$ cat src/design/sq30alu_pkg.sv
// shared constants and types for the saturating q30 fixed-point alu
`default_nettype none

package sq30alu_pkg;

    // fixed-point format
    localparam int FRAC_BITS = 30;
    localparam logic signed [31:0] FX_MAX = 32'sh3FFF_FFFF;
    localparam logic signed [31:0] FX_MIN = 32'shC000_0000;

    // operation codes carried by the kind field
    localparam logic [2:0] KIND_ADD = 3'd0;
    localparam logic [2:0] KIND_SUB = 3'd1;
    localparam logic [2:0] KIND_MUL = 3'd2;
    localparam logic [2:0] KIND_F2X = 3'd3;
    localparam logic [2:0] KIND_X2F = 3'd4;

    // single float field constants
    localparam logic [7:0] EXP_SPECIAL = 8'hFF;
    localparam logic [7:0] EXP_ONE     = 8'd127;
    localparam logic [7:0] EXP_F2X_TOP = 8'd126;
    localparam logic [7:0] EXP_X2F_OFS = 8'd97;

    // per-stage load enables from the pipeline control
    typedef struct packed {
        logic en1;
        logic en2;
        logic en3;
    } t_stage_en;

endpackage

`default_nettype wire

$ cat src/design/sq30alu_ctl.sv
// valid tracking and stall propagation for the three-stage pipeline
`default_nettype none

module sq30alu_ctl
    import sq30alu_pkg::*;
(
    input  wire logic      i_clk,
    input  wire logic      i_rst_n,
    input  wire logic      i_valid,
    input  wire logic      i_stall,
    output logic           o_stall,
    output logic           o_valid,
    output t_stage_en      o_en
);

    logic r_v1, r_v2, r_v3;
    logic n_v1, n_v2, n_v3;
    logic en1, en2, en3;

    // a stage loads when it is empty or its contents move on
    assign en3 = !r_v3 || !i_stall;
    assign en2 = !r_v2 || en3;
    assign en1 = !r_v1 || en2;

    // next valid bits
    always_comb begin
        n_v1 = en1 ? i_valid : r_v1;
        n_v2 = en2 ? r_v1 : r_v2;
        n_v3 = en3 ? r_v2 : r_v3;
    end

    always_ff @(posedge i_clk) begin
        if (!i_rst_n) begin
            r_v1 <= 1'b0;
            r_v2 <= 1'b0;
            r_v3 <= 1'b0;
        end else begin
            r_v1 <= n_v1;
            r_v2 <= n_v2;
            r_v3 <= n_v3;
        end
    end

    assign o_stall  = !en1;
    assign o_valid  = r_v3;
    assign o_en.en1 = en1;
    assign o_en.en2 = en2;
    assign o_en.en3 = en3;

endmodule

`default_nettype wire

$ cat src/design/saturating_q30_fixed_point_alu.sv
// top level of the saturating q30 fixed-point alu
`default_nettype none

// Three-stage pipeline: one item may enter every cycle while o_stall is
// low, and its result passes through the stage 1, 2 and 3 registers.
// Stage 1 holds the 32x32 signed product and the 33-bit sum or
// difference, stage 2 saturates them, converts single float to fixed and
// finds the leading one of |a|, stage 3 normalizes and rounds the fixed to
// float conversion into the output register. A stall on the output holds
// the whole pipe only once every stage is full; bubbles are squeezed out.

module saturating_q30_fixed_point_alu
    import sq30alu_pkg::*;
(
    input  wire logic               i_clk,
    input  wire logic               i_rst_n,
    input  wire logic               i_valid,
    output logic                    o_stall,
    input  wire logic [2:0]         i_kind,
    input  wire logic signed [31:0] i_operand_a,
    input  wire logic signed [31:0] i_operand_b,
    output logic                    o_valid,
    input  wire logic               i_stall,
    output logic signed [31:0]      o_result
);

    t_stage_en en;

    sq30alu_ctl u_ctl (
        .i_clk   (i_clk),
        .i_rst_n (i_rst_n),
        .i_valid (i_valid),
        .i_stall (i_stall),
        .o_stall (o_stall),
        .o_valid (o_valid),
        .o_en    (en)
    );

    // ---------------- stage 1 ----------------
    logic [2:0]         r_kind1;
    logic [31:0]        r_a1;
    logic signed [32:0] r_sum1, n_sum1;
    logic signed [63:0] r_prod1, n_prod1;
    logic               r_minmin1;
    logic [31:0]        r_mag1, n_mag1;

    // sum or difference, product and magnitude
    always_comb begin
        if (i_kind == KIND_SUB) begin
            n_sum1 = 33'(i_operand_a) - 33'(i_operand_b);
        end else begin
            n_sum1 = 33'(i_operand_a) + 33'(i_operand_b);
        end
        n_prod1 = 64'(i_operand_a) * 64'(i_operand_b);
        n_mag1  = i_operand_a[31] ? (~i_operand_a + 32'd1) : i_operand_a;
    end

    always_ff @(posedge i_clk) begin
        if (en.en1) begin
            r_kind1   <= i_kind;
            r_a1      <= i_operand_a;
            r_sum1    <= n_sum1;
            r_prod1   <= n_prod1;
            r_minmin1 <= (i_operand_a == FX_MIN) && (i_operand_b == FX_MIN);
            r_mag1    <= n_mag1;
        end
    end

    // ---------------- stage 2 ----------------
    logic [2:0]         r_kind2;
    logic [31:0]        r_res2, n_res2;
    logic               r_sign2;
    logic [31:0]        r_mag2;
    logic [4:0]         r_lead2, n_lead2;
    logic               r_zero2;

    logic signed [31:0] sum_sat, mul_sat, f2x_res;
    logic signed [33:0] prod_sh;
    logic [7:0]         f_exp, e_eff;
    logic [22:0]        f_frac;
    logic [23:0]        f_man;
    logic [6:0]         f_shamt;
    logic [29:0]        f_mag;

    // saturate add/sub and the shifted product
    always_comb begin
        if (r_sum1 < 33'(FX_MIN)) begin
            sum_sat = FX_MIN;
        end else if (r_sum1 > 33'(FX_MAX)) begin
            sum_sat = FX_MAX;
        end else begin
            sum_sat = r_sum1[31:0];
        end
        prod_sh = r_prod1[63:FRAC_BITS];
        if (r_minmin1) begin
            mul_sat = FX_MAX;
        end else if (prod_sh < 34'(FX_MIN)) begin
            mul_sat = FX_MIN;
        end else if (prod_sh > 34'(FX_MAX)) begin
            mul_sat = FX_MAX;
        end else begin
            mul_sat = prod_sh[31:0];
        end
    end

    // single float to fixed, truncating toward zero
    always_comb begin
        f_exp   = r_a1[30:23];
        f_frac  = r_a1[22:0];
        e_eff   = (f_exp == 8'd0) ? 8'd1 : f_exp;
        f_man   = {(f_exp != 8'd0), f_frac};
        f_shamt = 7'(EXP_F2X_TOP - e_eff);
        f_mag   = {f_man, 6'b0} >> f_shamt;
        if (f_exp == EXP_SPECIAL) begin
            if (f_frac != 23'd0) begin
                f2x_res = '0;
            end else begin
                f2x_res = r_a1[31] ? FX_MIN : FX_MAX;
            end
        end else if (f_exp >= EXP_ONE) begin
            f2x_res = r_a1[31] ? FX_MIN : FX_MAX;
        end else if (r_a1[31]) begin
            f2x_res = -$signed({2'b00, f_mag});
        end else begin
            f2x_res = $signed({2'b00, f_mag});
        end
    end

    // leading one of the magnitude
    always_comb begin
        n_lead2 = '0;
        for (int i = 0; i < 32; i++) begin
            if (r_mag1[i]) begin
                n_lead2 = 5'(i);
            end
        end
    end

    // result select for everything but fixed to float
    always_comb begin
        case (r_kind1)
            KIND_ADD: n_res2 = sum_sat;
            KIND_SUB: n_res2 = sum_sat;
            KIND_MUL: n_res2 = mul_sat;
            KIND_F2X: n_res2 = f2x_res;
            default:  n_res2 = '0;
        endcase
    end

    always_ff @(posedge i_clk) begin
        if (en.en2) begin
            r_kind2 <= r_kind1;
            r_res2  <= n_res2;
            r_sign2 <= r_a1[31];
            r_mag2  <= r_mag1;
            r_lead2 <= n_lead2;
            r_zero2 <= (r_mag1 == 32'd0);
        end
    end

    // ---------------- stage 3 ----------------
    logic [31:0] r_res3, n_res3;
    logic [31:0] norm;
    logic [24:0] keep_r;
    logic        round_up;
    logic [7:0]  x_exp;
    logic [22:0] x_man;
    logic [31:0] x2f_res;

    // normalize, round to nearest even, pack
    always_comb begin
        norm     = r_mag2 << (5'd31 - r_lead2);
        round_up = norm[7] && ((|norm[6:0]) || norm[8]);
        keep_r   = {1'b0, norm[31:8]} + {24'd0, round_up};
        if (keep_r[24]) begin
            x_exp = {3'b000, r_lead2} + EXP_X2F_OFS + 8'd1;
            x_man = '0;
        end else begin
            x_exp = {3'b000, r_lead2} + EXP_X2F_OFS;
            x_man = keep_r[22:0];
        end
        x2f_res = r_zero2 ? 32'd0 : {r_sign2, x_exp, x_man};
        n_res3  = (r_kind2 == KIND_X2F) ? x2f_res : r_res2;
    end

    always_ff @(posedge i_clk) begin
        if (en.en3) begin
            r_res3 <= n_res3;
        end
    end

    assign o_result = r_res3;

endmodule

`default_nettype wire

$ cat config.mk
export PLATFORM = sky130hd
export DESIGN_NAME = saturating_q30_fixed_point_alu
export DESIGN_NICKNAME = d
export VERILOG_FILES = /design/src/design/sq30alu_pkg.sv /design/src/design/sq30alu_ctl.sv /design/src/design/saturating_q30_fixed_point_alu.sv
export SDC_FILE = /design/constraint.sdc
export NUM_CORES = 2
export LEC_CHECK = 0
export BUFFER_PORTS_ARGS = -buffer_cell sky130_fd_sc_hd__buf_2
export CORE_ASPECT_RATIO = 1.75
export CORE_UTILIZATION = 35
export CTS_BUF_LIST = sky130_fd_sc_hd__clkbuf_4 sky130_fd_sc_hd__clkbuf_8
export CTS_CLUSTER_SIZE = 30
export DETAILED_ROUTE_END_ITERATION = 10
export RECOVER_POWER = 25
export SYNTH_ARGS = -nofsm -noshare
export SYNTH_HDL_FRONTEND = slang
export SYNTH_SLANG_ARGS = --single-unit
$ cat constraint.sdc
create_clock -name i_clk -period 8.65 [get_ports i_clk]
set_clock_uncertainty 0.2 [all_clocks]
set_input_delay 0.865 -clock i_clk [delete_from_list [all_inputs] [get_ports i_clk]]
set_output_delay 0.865 -clock i_clk [all_outputs]
set_load 0.02 [all_outputs]
==> Word-level counts from Yosys, hierarchy flattened <==
Cells that the tools add are included.
{ "op_classes": {"order_cmp": 5, "n_addsub": 9, "n_div": 0, "eq_ne": 8, "multipliers": 1, "n_shift": 2, "bitwise": 1, "muxes": 48, "reduce_logical": 22} }
{ "op_table": {"columns": ["op", "n"], "rows": [
  ["$mux W32", 12],
  ["$pmux W32 S3", 1],
  ["$mux W5", 14],
  ["$eq A32 B31 Y1 const B", 2],
  ["$mul A32 B32 Y64", 1],
  ["$gt A34 B31 Y1 const B", 1],
  ["$lt A34 B31 Y1 const B", 1],
  ["$add A32 B32 Y33", 1],
  ["$gt A33 B31 Y1 const B", 1],
  ["$lt A33 B31 Y1 const B", 1],
  ["$mux W33", 1],
  ["$sub A32 B32 Y33", 1],
  ["$add A32 B1 Y32 const B", 1],
  ["$logic_not A32 Y1", 1],
  ["$mux W4", 8],
  ["$neg A30 Y32", 1],
  ["$not A32 Y32", 1],
  ["$shl A32 B5 Y32", 1],
  ["$mux W31", 1],
  ["$shr A30 B7 Y30", 1],
  ["$add A24 B1 Y25", 1],
  ["$mux W23", 1],
  ["$reduce_bool A23 Y1", 1],
  ["$reduce_or A16 Y1", 1],
  ["other kinds (24)", 40]
]} }
{ "word_totals": {"mem_bits_rw": 0, "romBits": 0, "input_bits": 71, "mem_count": 0, "latchBits": 0, "reg_bits": 274} }

==> Logic depth before layout (Yosys ltp) <==
{ "logic_depth": {"depth_word": 30, "ltp_mapped": 31} }

==> Modules after synthesis <==
Synthesis repeated with hierarchy kept, for this count alone.
{ "hier_totals": {"hier_cells": 5481, "hier_area_um2": 52580.4} }
{ "by_module_without_submodules": {"columns": ["module", "cells_each", "area_per_inst_um2", "seq_area_each_um2", "n_inst"], "rows": [
  ["saturating_q30_fixed_point_alu", 5466, 52444.0, 7206.9, 1],
  ["sq30alu_ctl", 15, 136.4, 60.1, 1]
]} }

==> Worst setup path before layout <==
OpenSTA, ideal clock, no wires.
{ "synth_path": {"kind": "input to register", "start": "in i_operand_a[31]", "end": "reg r_prod1[63] (data pin)", "setup_time_ns": 0.260, "slack_ns": -0.472, "t_arrival_ns": 8.662, "required_ns": 8.190, "cell_stages": 30, "path_cell_list": "clkbuf_1 buf_1 nand2_1 inv_1 fa_1 inv_1 fa_1 fa_1 inv_1 fa_1 inv_1 fa_1 inv_1 fa_1 inv_1 fa_1 inv_1 fa_1 ha_1 a21o_1 a21oi_1 o21bai_1 a21o_1 a21o_1 a21o_1 a2111oi_0 a211oi_1 o21a_1 nor2_1 xnor2_1"} }
{ "synth_via": {"elab_chain_cells": 1} }
{ "synth_lines": {"columns": ["element", "line", "text"], "rows": [
  ["start: declaration", "saturating_q30_fixed_point_alu.sv:20", "input wire logic signed [31:0] i_operand_a,"],
  ["$mul A32 B32 Y64", "saturating_q30_fixed_point_alu.sv:54", "n_prod1 = 64'(i_operand_a) * 64'(i_operand_b);"],
  ["named net n_prod1[63]", "saturating_q30_fixed_point_alu.sv:43", "logic signed [63:0] r_prod1, n_prod1;"],
  ["end signal: assignment", "saturating_q30_fixed_point_alu.sv:63", "r_prod1 <= n_prod1;"],
  ["end: declaration", "saturating_q30_fixed_point_alu.sv:43", null]
]} }
The timed path passes the listed nets, and every way through them passes these cells.
A chain may end at the register's enable or synchronous reset.

==> Worst setup path after layout <==
{ "layout_path": {"start": "in i_operand_b[18]", "end": "reg r_prod1[54] (data pin)"} }
{ "layout_via": {"elab_chain_cells": 1} }
{ "layout_lines": {"columns": ["element", "line", "text"], "rows": [
  ["start: declaration", "saturating_q30_fixed_point_alu.sv:21", "input wire logic signed [31:0] i_operand_b,"],
  ["$mul A32 B32 Y64", "saturating_q30_fixed_point_alu.sv:54", null],
  ["named net n_prod1[54]", "saturating_q30_fixed_point_alu.sv:43", null]
]} }
The timed path passes the listed nets, and every way through them passes these cells.

==> metrics.txt <==
CTS Buf Count=41; Hold-fix buffers, CTS=0; gpl congestion=0.994; Startpoint Class=input pin; post-synth top area share=41.4%; WL per Instance=23.2 µm; R2R setup slack=2.12 ns; DRT antenna net count=0; vias in the first global route=44500; Setup violations, final=0; initial drt markers=2489; top cells by area, synth=fa_1, edfxtp_1, inv_1, and2_1, ha_1; Final Hold Viols=0; Port Buffer Count=104; RSZ-0062 raised after global routing=false; failing checks=capacitance limit, slew limit; Top Ports=105; Max-cap violations=1; TritonCTS clock tree=built; share of synthesized registers carrying an async set or reset=0%; GR Util All Layers=24.5%; syn_nets=6877; DIE AREA=0.151 mm²; synth unique cells=100; sequential cell area fraction in the yosys report=13.9%; routed via count=40800; 1st-pass router iterations=6; top post-synthesis cells by count=fa_1, inv_1, nand2_1, and2_1, clkbuf_1; Layout area overhead=12.6%; grt ovf=0; worst-path fanout max=8; Yosys warnings=0; critical path arrival=8.69 ns; fin nets=7151; first-pass GRT wire length=273000 µm; clock latency on the worst-skew pair=0.67 ns; die height=514 µm; slew at the pin with the worst max-slew slack=1.78 ns; Syn Inst Count=5505; Slowest cell on crit path=fa_1; Worst path top cell family by delay=adder cells; max frequency=118 MHz; Yosys reg bits=243; DRC violations left=0; Hold Path End=r_kind1[2]; largest net degree at the start of global routing=68; most frequent cell after synthesis=fa_1; Worst EP required=8.85 ns; H-tree depth=2; Largest stage delay, worst path=0.58 ns; Buf/Inv on CP=9; core footprint=0.148 mm²; synthesized cell area=0.0523 mm²; Worst Setup End Kind=flop; CP dominant cell by count=fa_1; clk root buf=clkbuf_8; Synth Flop Type=edfxtp_1; Sink Count=243; Worst Hold Class=input pin to flop; number of synthesized flops with an enable pin=240; Setup CP Type=input pin to flop; chip width=294 µm; via/cell ratio=5.23; Slew Limit Fails=33; Relative slew margins=-18.7%; hpwl dp=154000 µm; Hold Crit Depth=1; layout cells sized above 1=12.3%; Clock Tree Buf Depth=3; syn_area_per_cell=9.51 µm²; Worst-path clk slew=0.06 ns; Initial Util=35.3%; status=finished, violations left; FF-to-FF path depth=11; Yosys top cell by area=fa_1; Final min period=8.50 ns; initial antenna violation count=25; Final period util=98.2%; hold wc startpoint=i_kind[2]; DP Area=0.0579 mm²; total wire length=181000 µm; FF-to-FF Start=r_a1[24]; row count=187; Reg-to-Reg End=r_res2[9]; Layout Cell Area excl Fill=0.0589 mm²
layout make-up:
class	count	area, µm²
diodes	11	27.5
well taps	1984	2480
fillers	14800	89400
inverters	1016	3810
clock inverters	27	284
multi-input cells	3908	40100
repair buffers	569	4410
flip-flops and latches	243	7270
clock buffers	46	602
cells by family after synthesis:
group                    share of synthesized area, %
buffers and inverters                            9.82
flip-flops                                       13.9
adder cells (fa/ha/maj)                          46.6
multiplexers                                     2.57
AND/OR/NAND/NOR                                  16.2
AO/OA/AOI/OAI                                    8.12
XOR/XNOR                                         2.76
sequential cells by signal, summed over array words and instances, names as in the netlist:
name           count
r_mag1            31
r_zero2            1
r_kind2            3
u_ctl.o_valid      1
r_prod1           34
r_minmin1          1
r_sign2            1
r_lead2            5
r_res2            32
u_ctl.r_v2         1
r_a1              32
r_sum1            33
o_result          32
r_kind1            3
r_mag2            32
u_ctl.r_v1         1
cells in the final DEF (no fill, tap or decap), drive strengths merged, types with 16 or more instances in the layout:
cell type,synthesis,routed
clkbuf,307,70
and2,532,532
o221ai,16,16
ha,219,219
xnor2,121,121
nor2b,24,24
clkinv,3,19
nand2b,28,28
mux4,29,29
a211oi,17,17
buf,31,545
nor2,172,172
mux2,17,17
a31oi,27,27
a21o,40,40
o31ai,19,19
nand4,21,21
fa,1082,1082
o211ai,20,20
o21a,33,33
a21oi,168,168
nand3,65,65
nor3,63,63
edfxtp,240,240
mux2i,50,50
inv,1013,1017
nand2,660,660
o21ai,168,168
and3,26,26
xor2,44,44
nor4,32,32
worst max path at each step:
stage	slack (ns)	cells past startpoint	start	to
final	0.15	30	i_operand_b[18]	r_prod1[54]
after global routing	0.003	30	i_operand_a[8]	r_prod1[54]
after floorplan	-0.004	30	i_operand_a[31]	r_prod1[63]
after detailed placement	-1.20	28	i_operand_b[12]	r_prod1[54]
after CTS	0.02	29	i_operand_b[11]	r_prod1[54]
after global placement	-1.23	28	i_operand_b[12]	r_prod1[54]
metrics by stage:
step                      util (%)  hold slack (ns)  setup WS (ns)  setup TNS [ns]  cells
after global routing          39.7            0.221        0.00263               0   7796
final                         39.7            0.238          0.154               0   7804
after CTS                     39.7            0.159         0.0168               0   7793
after global placement        39.0            0.261          -1.23          -20.33   7719
after floorplan                  -            0.224       -0.00385        -0.00385   5505
after detailed placement      39.0            0.268          -1.20          -20.05   7719
routing by layer:
layer  wire length [µm]  part of all wire, %  global-route usage, %
met5                168                0.093                      0
met1              58500                   32                   24.5
met3               9490                  5.2                   3.60
met4              16000                  8.8                   17.6
met2              97100                   54                   45.7
repair_timing:
action,in CTS,in global routing
endpoints found under the setup margin,17,9
setup buffers,1,0
pin swaps,2,12
resized for setup,10,33
Power is not shown: default switching activity piles up to over one toggle a cycle in this logic, so the estimate is an artifact.
